`src/esc_pkg.sv`:
```
`timescale 1ns / 1ps
// ----------------------------------------------------------------------------
// esc_pkg
// Shared types, constants and tables for the epoch seconds to calendar block.
// ----------------------------------------------------------------------------
package esc_pkg;

  localparam int unsigned SecWidth   = 31;
  localparam int unsigned DqWidth    = 32;  // dividend register
  localparam int unsigned DivSteps   = 2;   // multiply step, then remainder step
  localparam int unsigned StepWidth  = $clog2(DivSteps);
  localparam int unsigned DaysWidth  = 15;

  localparam logic [10:0] EpochYear    = 11'd1970;
  localparam logic [6:0]  EpochMod100  = 7'd70;
  localparam logic [8:0]  EpochMod400  = 9'd370;
  localparam logic [2:0]  EpochWeekday = 3'd4;
  localparam logic [3:0]  MonthFeb     = 4'd1;
  localparam logic [3:0]  MonthDec     = 4'd11;

  typedef enum logic [2:0] {
    ST_IDLE,
    ST_DIV,
    ST_YEAR,
    ST_MONTH,
    ST_FINISH
  } state_t;

  // Divider passes, in the order the controller runs them.
  typedef enum logic [1:0] {
    PASS_SEC,
    PASS_MIN,
    PASS_HOUR,
    PASS_WDAY
  } pass_t;

  typedef struct packed {
    logic  load;
    logic  div_en;
    logic  div_first;
    logic  div_last;
    pass_t pass;
    logic  year_en;
    logic  month_en;
    logic  out_load;
  } cmd_t;

  typedef struct packed {
    logic year_done;
    logic month_done;
  } sts_t;

  function automatic logic [5:0] pass_divisor(input pass_t p);
    logic [5:0] d;
    unique case (p)
      PASS_SEC:  d = 6'd60;
      PASS_MIN:  d = 6'd60;
      PASS_HOUR: d = 6'd24;
      PASS_WDAY: d = 6'd7;
      default:   d = 6'd60;
    endcase
    return d;
  endfunction

  // Rounded-up reciprocals of the divisors. With the matching right shift
  // (37 for 60, 36 for 24, 34 for 7) the quotient is exact for any dividend
  // below 2^31.
  function automatic logic [DqWidth-1:0] pass_recip(input pass_t p);
    logic [DqWidth-1:0] m;
    case (p)
      PASS_HOUR: m = 32'd2863311531;
      PASS_WDAY: m = 32'd2454267027;
      default:   m = 32'd2290649225;
    endcase
    return m;
  endfunction

  // Common-year month lengths; February is extended by the caller.
  function automatic logic [4:0] month_len(input logic [3:0] m);
    logic [4:0] l;
    case (m)
      4'd1:                     l = 5'd28;
      4'd3, 4'd5, 4'd8, 4'd10:  l = 5'd30;
      default:                  l = 5'd31;
    endcase
    return l;
  endfunction

endpackage

```
`src/esc_ctrl.sv`:
```
`timescale 1ns / 1ps
// ----------------------------------------------------------------------------
// esc_ctrl
// Sequencer: divider passes, year stepping, month stepping, result handoff.
// ----------------------------------------------------------------------------
module esc_ctrl (
  input  logic          clk,
  input  logic          rst,
  input  logic          in_valid,
  output logic          in_ready,
  output logic          out_valid,
  input  logic          out_ready,
  input  esc_pkg::sts_t sts,
  output esc_pkg::cmd_t cmd
);
  import esc_pkg::*;

  state_t               state, state_next;
  pass_t                pass, pass_next;
  logic [StepWidth-1:0] step, step_next;
  logic                 out_valid_next;

  always_ff @(posedge clk) begin
    if (rst) begin
      state     <= ST_IDLE;
      pass      <= PASS_SEC;
      step      <= '0;
      out_valid <= 1'b0;
    end else begin
      state     <= state_next;
      pass      <= pass_next;
      step      <= step_next;
      out_valid <= out_valid_next;
    end
  end

  always_comb begin
    state_next     = state;
    pass_next      = pass;
    step_next      = step;
    out_valid_next = out_valid;
    in_ready       = 1'b0;
    cmd            = '0;
    cmd.pass       = pass;
    cmd.div_first  = (step == '0);
    cmd.div_last   = (step == StepWidth'(DivSteps - 1));

    if (out_valid && out_ready) begin
      out_valid_next = 1'b0;
    end

    unique case (state)
      ST_IDLE: begin
        in_ready = 1'b1;
        if (in_valid) begin
          cmd.load   = 1'b1;
          pass_next  = PASS_SEC;
          step_next  = '0;
          state_next = ST_DIV;
        end
      end
      ST_DIV: begin
        cmd.div_en = 1'b1;
        step_next  = step + 1'b1;
        if (cmd.div_last) begin
          step_next = '0;
          if (pass == PASS_WDAY) begin
            state_next = ST_YEAR;
          end else begin
            pass_next = pass_t'(pass + 1'b1);
          end
        end
      end
      ST_YEAR: begin
        if (sts.year_done) begin
          state_next = ST_MONTH;
        end else begin
          cmd.year_en = 1'b1;
        end
      end
      ST_MONTH: begin
        if (sts.month_done) begin
          state_next = ST_FINISH;
        end else begin
          cmd.month_en = 1'b1;
        end
      end
      ST_FINISH: begin
        if (!out_valid || out_ready) begin
          cmd.out_load   = 1'b1;
          out_valid_next = 1'b1;
          state_next     = ST_IDLE;
        end
      end
      default: state_next = ST_IDLE;
    endcase
  end

endmodule

```
`src/esc_datapath.sv`:
```
`timescale 1ns / 1ps
// ----------------------------------------------------------------------------
// esc_datapath
// Reciprocal-multiply constant divider, year and month subtractors, result
// register.
// ----------------------------------------------------------------------------
module esc_datapath (
  input  logic          clk,
  input  esc_pkg::cmd_t cmd,
  output esc_pkg::sts_t sts,
  input  logic [30:0]   epoch_seconds,
  output logic [10:0]   cal_year,
  output logic [3:0]    cal_month,
  output logic [4:0]    day_in_month,
  output logic [2:0]    week_day,
  output logic [4:0]    hour_of_day,
  output logic [5:0]    minute_of_hour,
  output logic [5:0]    second_of_minute
);
  import esc_pkg::*;

  logic [DqWidth-1:0]   dq;
  logic [DqWidth-1:0]   quo;
  logic [DqWidth-1:0]   q_calc;
  logic [DqWidth-1:0]   recip;
  logic [DqWidth-1:0]   qd;
  logic [DqWidth-1:0]   diff;
  logic [2*DqWidth-1:0] prod;
  logic [5:0]           rem_next;
  logic [5:0]           sec_r, min_r;
  logic [4:0]           hour_r;
  logic [2:0]           wday_r;
  logic [3:0]           wday_sum;
  logic [DaysWidth-1:0] days;
  logic [10:0]          year;
  logic [6:0]           mod100;
  logic [8:0]           mod400;
  logic [3:0]           month;
  logic                 leap;
  logic [8:0]           ylen;
  logic [4:0]           mlen;
  logic [5:0]           dvs;

  // In each pass the first step registers the quotient from a multiply by
  // the divisor's reciprocal, and the last step forms the remainder from
  // that registered quotient.
  always_comb begin
    dvs   = pass_divisor(cmd.pass);
    recip = pass_recip(cmd.pass);
    prod  = {{DqWidth{1'b0}}, dq} * {{DqWidth{1'b0}}, recip};
    case (cmd.pass)
      PASS_HOUR: q_calc = {4'd0, prod[63:36]};
      PASS_WDAY: q_calc = {2'd0, prod[63:34]};
      default:   q_calc = {5'd0, prod[63:37]};
    endcase
    qd       = quo * {{(DqWidth-6){1'b0}}, dvs};
    diff     = dq - qd;
    rem_next = diff[5:0];
  end

  assign wday_sum = {1'b0, rem_next[2:0]} + {1'b0, EpochWeekday};

  assign leap = (mod400 == '0) || ((mod100 != '0) && (year[1:0] == 2'd0));
  assign ylen = leap ? 9'd366 : 9'd365;
  assign mlen = month_len(month) + {4'd0, (month == MonthFeb) && leap};

  assign sts.year_done  = days < {{(DaysWidth-9){1'b0}}, ylen};
  assign sts.month_done = (month == MonthDec) ||
                          (days < {{(DaysWidth-5){1'b0}}, mlen});

  always_ff @(posedge clk) begin
    if (cmd.load) begin
      dq     <= {{(DqWidth-SecWidth){1'b0}}, epoch_seconds};
      year   <= EpochYear;
      mod100 <= EpochMod100;
      mod400 <= EpochMod400;
      month  <= '0;
    end
    if (cmd.div_en) begin
      if (cmd.div_first) begin
        quo <= q_calc;
      end
      if (cmd.div_last) begin
        dq <= quo;
        case (cmd.pass)
          PASS_SEC:  sec_r <= rem_next;
          PASS_MIN:  min_r <= rem_next;
          PASS_HOUR: begin
            hour_r <= rem_next[4:0];
            days   <= quo[DaysWidth-1:0];
          end
          default:   wday_r <= (wday_sum >= 4'd7) ? 3'(wday_sum - 4'd7) : wday_sum[2:0];
        endcase
      end
    end
    if (cmd.year_en) begin
      days   <= days - {{(DaysWidth-9){1'b0}}, ylen};
      year   <= year + 11'd1;
      mod100 <= (mod100 == 7'd99)  ? 7'd0 : mod100 + 7'd1;
      mod400 <= (mod400 == 9'd399) ? 9'd0 : mod400 + 9'd1;
    end
    if (cmd.month_en) begin
      days  <= days - {{(DaysWidth-5){1'b0}}, mlen};
      month <= month + 4'd1;
    end
    if (cmd.out_load) begin
      cal_year         <= year;
      cal_month        <= month;
      day_in_month     <= days[4:0];
      week_day         <= wday_r;
      hour_of_day      <= hour_r;
      minute_of_hour   <= min_r;
      second_of_minute <= sec_r;
    end
  end

endmodule

```
`src/epoch_seconds_to_calendar.sv`:
```
`timescale 1ns / 1ps
// ----------------------------------------------------------------------------
// epoch_seconds_to_calendar
// Converts seconds since 1970-01-01 00:00:00 into Gregorian calendar fields.
// ----------------------------------------------------------------------------
// Usage:
// A request on the input channel (in_valid/in_ready) carries epoch_seconds.
// The block takes one request at a time; in_ready is high only while it is
// idle. Each request produces exactly one result on the output channel
// (out_valid/out_ready) carrying year, month, day of month, weekday, hour,
// minute and second.
// Sequence: four divider passes (by 60, 60, 24 and 7), each a reciprocal
// multiply and then the remainder; year stepping subtracts one year length
// per whole year elapsed, month stepping one month length per whole month
// elapsed in the final year, and a handoff state loads the result register.
// The year stepping loop takes most of the time from the accepting edge to
// a valid result. The block is idle again the cycle after the handoff, so
// it takes a new request only once the previous result has been handed over.
// The result sits in its own output register, so a new request is accepted
// while the previous result still waits; if the receiver stalls, a finished
// conversion waits in the handoff state until the output register frees up.
// Reset clears the sequencer and the output valid flag; no clearing pass.
// ----------------------------------------------------------------------------
module epoch_seconds_to_calendar (
  input  logic        clk,
  input  logic        rst,
  input  logic        in_valid,
  output logic        in_ready,
  input  logic [30:0] epoch_seconds,
  output logic        out_valid,
  input  logic        out_ready,
  output logic [10:0] cal_year,
  output logic [3:0]  cal_month,
  output logic [4:0]  day_in_month,
  output logic [2:0]  week_day,
  output logic [4:0]  hour_of_day,
  output logic [5:0]  minute_of_hour,
  output logic [5:0]  second_of_minute
);
  import esc_pkg::*;

  cmd_t cmd;
  sts_t sts;

  // The controller owns all sequencing; the datapath only acts on commands.
  esc_ctrl u_ctrl (
    .clk       (clk),
    .rst       (rst),
    .in_valid  (in_valid),
    .in_ready  (in_ready),
    .out_valid (out_valid),
    .out_ready (out_ready),
    .sts       (sts),
    .cmd       (cmd)
  );

  esc_datapath u_dp (
    .clk              (clk),
    .cmd              (cmd),
    .sts              (sts),
    .epoch_seconds    (epoch_seconds),
    .cal_year         (cal_year),
    .cal_month        (cal_month),
    .day_in_month     (day_in_month),
    .week_day         (week_day),
    .hour_of_day      (hour_of_day),
    .minute_of_hour   (minute_of_hour),
    .second_of_minute (second_of_minute)
  );

endmodule

```
`config.mk`:
```
export PLATFORM = sky130hd
export DESIGN_NAME = epoch_seconds_to_calendar
export DESIGN_NICKNAME = d
export VERILOG_FILES = /design/src/esc_pkg.sv /design/src/esc_ctrl.sv /design/src/esc_datapath.sv /design/src/epoch_seconds_to_calendar.sv
export SDC_FILE = /design/constraint.sdc
export NUM_CORES = 2
export LEC_CHECK = 0
export CAP_MARGIN = 10
export CORE_MARGIN = 2
export CORE_UTILIZATION = 35
export CTS_CLUSTER_SIZE = 20
export DETAILED_ROUTE_END_ITERATION = 6
export DONT_BUFFER_PORTS = 1
export REMOVE_ABC_BUFFERS = 1
export SYNTH_ARGS = -nofsm -noshare
export SYNTH_HDL_FRONTEND = slang
export SYNTH_SLANG_ARGS = --single-unit
```
`constraint.sdc`:
```
create_clock -name clk -period 10.8 [get_ports clk]
set_clock_uncertainty 0.2 [all_clocks]
set_input_delay 1.08 -clock clk [delete_from_list [all_inputs] [get_ports clk]]
set_output_delay 1.08 -clock clk [all_outputs]
set_load 0.03 [all_outputs]
```
==> results.py <==
metrics = {
    "status": {
        "status": "complete, no violations",
    },
    "grt": {
        "grt_pass1_wl_mm": 139,
        "grt_start_max_net_pins": 62,
        "gr-usage-all-layers_pct": 20.2,
        "grtUsageMet2_pct": 32.7,
        "top_usage_layer": "met2",
        "met1_usage_pct": 27.7,
        "gr-total-overflow": 0,
        "grt_pass1_vias": 22430,
        "met3_usage_pct": 2.95,
        "antenna_found_initial": 0,
    },
    "logic_synthesis": {
        "async_flop_share_pct": 0,
        "synth_area_per_cell_um2": 10.1,
        "synth_ff_type": "edfxtp_1",
        "synth_edf_count": 136,
        "netlist_area_mm2": 0.0314,
        "yosysMostFrequentCell": "inv_1",
        "synthCells": 3113,
        "synth-seq-cells": 175,
        "synth_top_area_cell": "fa_1",
        "ys_seq_area_share_pct": 15.5,
        "yosysWarnings": 0,
        "synth_top_area_share_pct": 35.7,
        "synth_common_cells": "inv_1, fa_1, ha_1, nand2_1, edfxtp_1",
        "ys_top_cells_by_area": "fa_1, ha_1, edfxtp_1, inv_1, dfxtp_1",
        "ys_types": 87,
    },
    "timing": {
        "setup_tns_ns": 0,
        "fin_crit_ns": 9.98,
        "final.period_utilization_pct": 92.4,
        "rsz0062_at_grt": "no",
        "hold_viol_final": 0,
        "drv_slew": 0,
        "fmax_mhz": 100,
        "tightest_slew_ns": 1.07,
        "relSlewSlack_pct": 28.1,
        "setup_viol": 0,
    },
    "flow_run": {
        "maxCapViolCount": 0,
    },
    "detailed_routing": {
        "firstDrtPassIters": 5,
        "wl_mm": 90.4,
        "wl_per_cell_um": 21.3,
        "vias_per_cell": 5.03,
        "drc": 0,
        "drt_iter0_drc": 1607,
        "ant_nets": 0,
        "vias": 21390,
    },
    "clocking": {
        "cts_setup_buffers": 0,
        "clkTransAtPathRegs_ns": 0.08,
        "post_cts_resized": 0,
        "clock_latency_ns": 0.46,
        "numCtsBuffers": 17,
        "cts.sinks": 175,
        "h-tree-depth": 4,
        "cts-root-buf": "clkbuf_16",
        "cts_buffer_depth": 2,
        "cts_hold_buffers": 0,
        "tritoncts": "yes",
    },
    "placement": {
        "dp.cells": 4217,
        "hpwl_mm": 80.6,
        "gp_congestion": 0.986,
        "port_buffers": 0,
    },
    "die": {
        "io_pins": 77,
        "num_rows": 109,
        "coreArea_mm2": 0.0886,
        "dieArea_mm2": 0.0920,
        "die_h_um": 303,
        "start_util_pct": 35.4,
        "die_x_um": 303,
    },
    "setup_path": {
        "startpoint_type": "register",
        "crit_fanout": 25,
        "r2r-start": "u_ctrl.pass[1]",
        "crit_end": "u_dp.quo[19]",
        "worstPathRequired_ns": 10.81,
        "startpoint": "u_ctrl.pass[1]",
        "reg2reg_slack_ns": 0.82,
        "reg2reg_to": "u_dp.quo[19]",
        "rr_worst_depth": 26,
        "worstPathArrival_ns": 9.99,
        "end_kind": "register",
        "critPathKind": "reg2reg",
    },
    "hold_path": {
        "holdCritStartpoint": "u_dp.sec_r[1]",
        "min_path_type": "reg2reg",
        "holdPathStages": 0,
    },
    "layout": {
        "fin_nets": 4071,
        "drive_gt1_share_pct": 3.11,
        "fin_util_pct": 37.5,
        "area_growth_pct": 6.11,
        "fin_cells": 4249,
        "num_antenna_cells": 0,
    },
}
-- registers in the layout, summed over array words and instances, names as in the netlist --
signal                 cells
u_ctrl.out_valid           1
u_ctrl.pass                2
u_ctrl.state               3
u_ctrl.step                1
u_dp.cal_month             4
u_dp.cal_year             11
u_dp.day_in_month          5
u_dp.days                 15
u_dp.dq                   32
u_dp.hour_of_day           5
u_dp.hour_r                5
u_dp.min_r                 6
u_dp.minute_of_hour        6
u_dp.mod100                7
u_dp.mod400                9
u_dp.month                 4
u_dp.quo                  30
u_dp.sec_r                 6
u_dp.second_of_minute      6
u_dp.wday_r                3
u_dp.week_day              3
u_dp.year                 11
-- worst max-delay path: stages (launching register included) --
cell,delay (ns)
dfxtp_1,0.44
ha_2,0.62
clkinv_1,0.18
nand2_1,0.58
nand2_1,0.24
nor2_1,0.40
a21oi_1,0.16
ha_1,0.35
xor2_1,0.19
fa_1,0.59
fa_1,0.47
fa_1,0.53
fa_1,0.44
fa_1,0.51
inv_1,0.05
fa_1,0.48
inv_1,0.04
ha_1,0.44
nand4_1,0.18
nor4_1,0.63
o211ai_1,0.29
and4b_1,0.29
a21oi_1,0.39
o21ai_1,0.16
o31ai_1,0.27
xor2_1,0.17
a2111o_1,0.43
-- layout make-up --
cell class              instances  area (µm²)
clock buffers                  17         425
clock inverters                15         184
fillers                      8922       55400
inverters                     765        2870
multi-input cells            2092       23300
flip-flops and latches        175        4860
well taps                    1165        1460
repair buffers                 20         170
-- through the flow --
step / hold WS (ns) / worst slack, ns / cell area (µm²)
after floorplan: 0.200 / 1.21 / 31000
after global placement: 0.203 / 1.20 / 32600
after detailed placement: 0.205 / 1.04 / 32700
after CTS: 0.222 / 0.966 / 33300
after global routing: 0.233 / 0.431 / 33300
final: 0.220 / 0.820 / 33300
-- layer usage --
metal / part of all wire, % / vias up
met4: 3.9 / 0
met1: 45 / 10831
li1: - / 9793
met2: 46 / 649
met5: 0 / -
met3: 5.6 / 117
-- layout by cell type (no fill, tap or decap), types with 5 or more instances in the layout --
cell type	Yosys	routed
nor2_1	98	96
o22ai_1	16	16
o21a_1	15	15
fa_1	560	560
nand2b_1	20	20
clkbuf_16	0	17
or2_2	8	8
o21bai_1	5	5
inv_8	0	5
xor2_1	63	63
a21oi_1	93	93
dfxtp_1	39	39
nor4_1	5	5
a211o_1	5	5
a211oi_1	9	8
o211ai_1	14	14
nand4_1	18	18
nor3_1	21	21
a22oi_1	8	8
a221o_1	15	15
o21ai_0	87	87
or3_1	8	8
ha_1	405	404
edfxtp_1	136	136
a22o_1	6	6
a31oi_1	9	9
buf_4	1	19
nor2b_1	53	53
inv_1	764	764
and2_1	66	65
nand3_1	38	38
nand2_1	182	182
xnor2_1	65	65
mux2i_1	35	35
a21o_1	55	55
and3_1	31	29
-- logic make-up (layout without fill, tap and decap cells) --
family                     after synthesis  in the layout  synth area share, %
AOI/OAI and AO/OA                      387            387                 8.24
xor gates and xnor gates               129            129                 3.63
adders and majority gates              965            965                 51.9
buffers and inverters                  846            817                 10.3
DFF                                    175            175                 15.5
muxes                                   37             37                 1.20
and+or+nand+nor                        574            574                 9.22
-- worst min path at each step --
stage	to	slack [ns]
floorplan	u_dp.hour_of_day[0]	0.20
global placement	u_dp.second_of_minute[1]	0.20
detailed placement	u_dp.hour_of_day[1]	0.20
CTS	u_dp.second_of_minute[1]	0.22
global route	u_dp.second_of_minute[1]	0.23
finish	u_dp.second_of_minute[1]	0.22
Power is not shown: default switching activity piles up to over one toggle a cycle in this logic, so the estimate is an artifact.
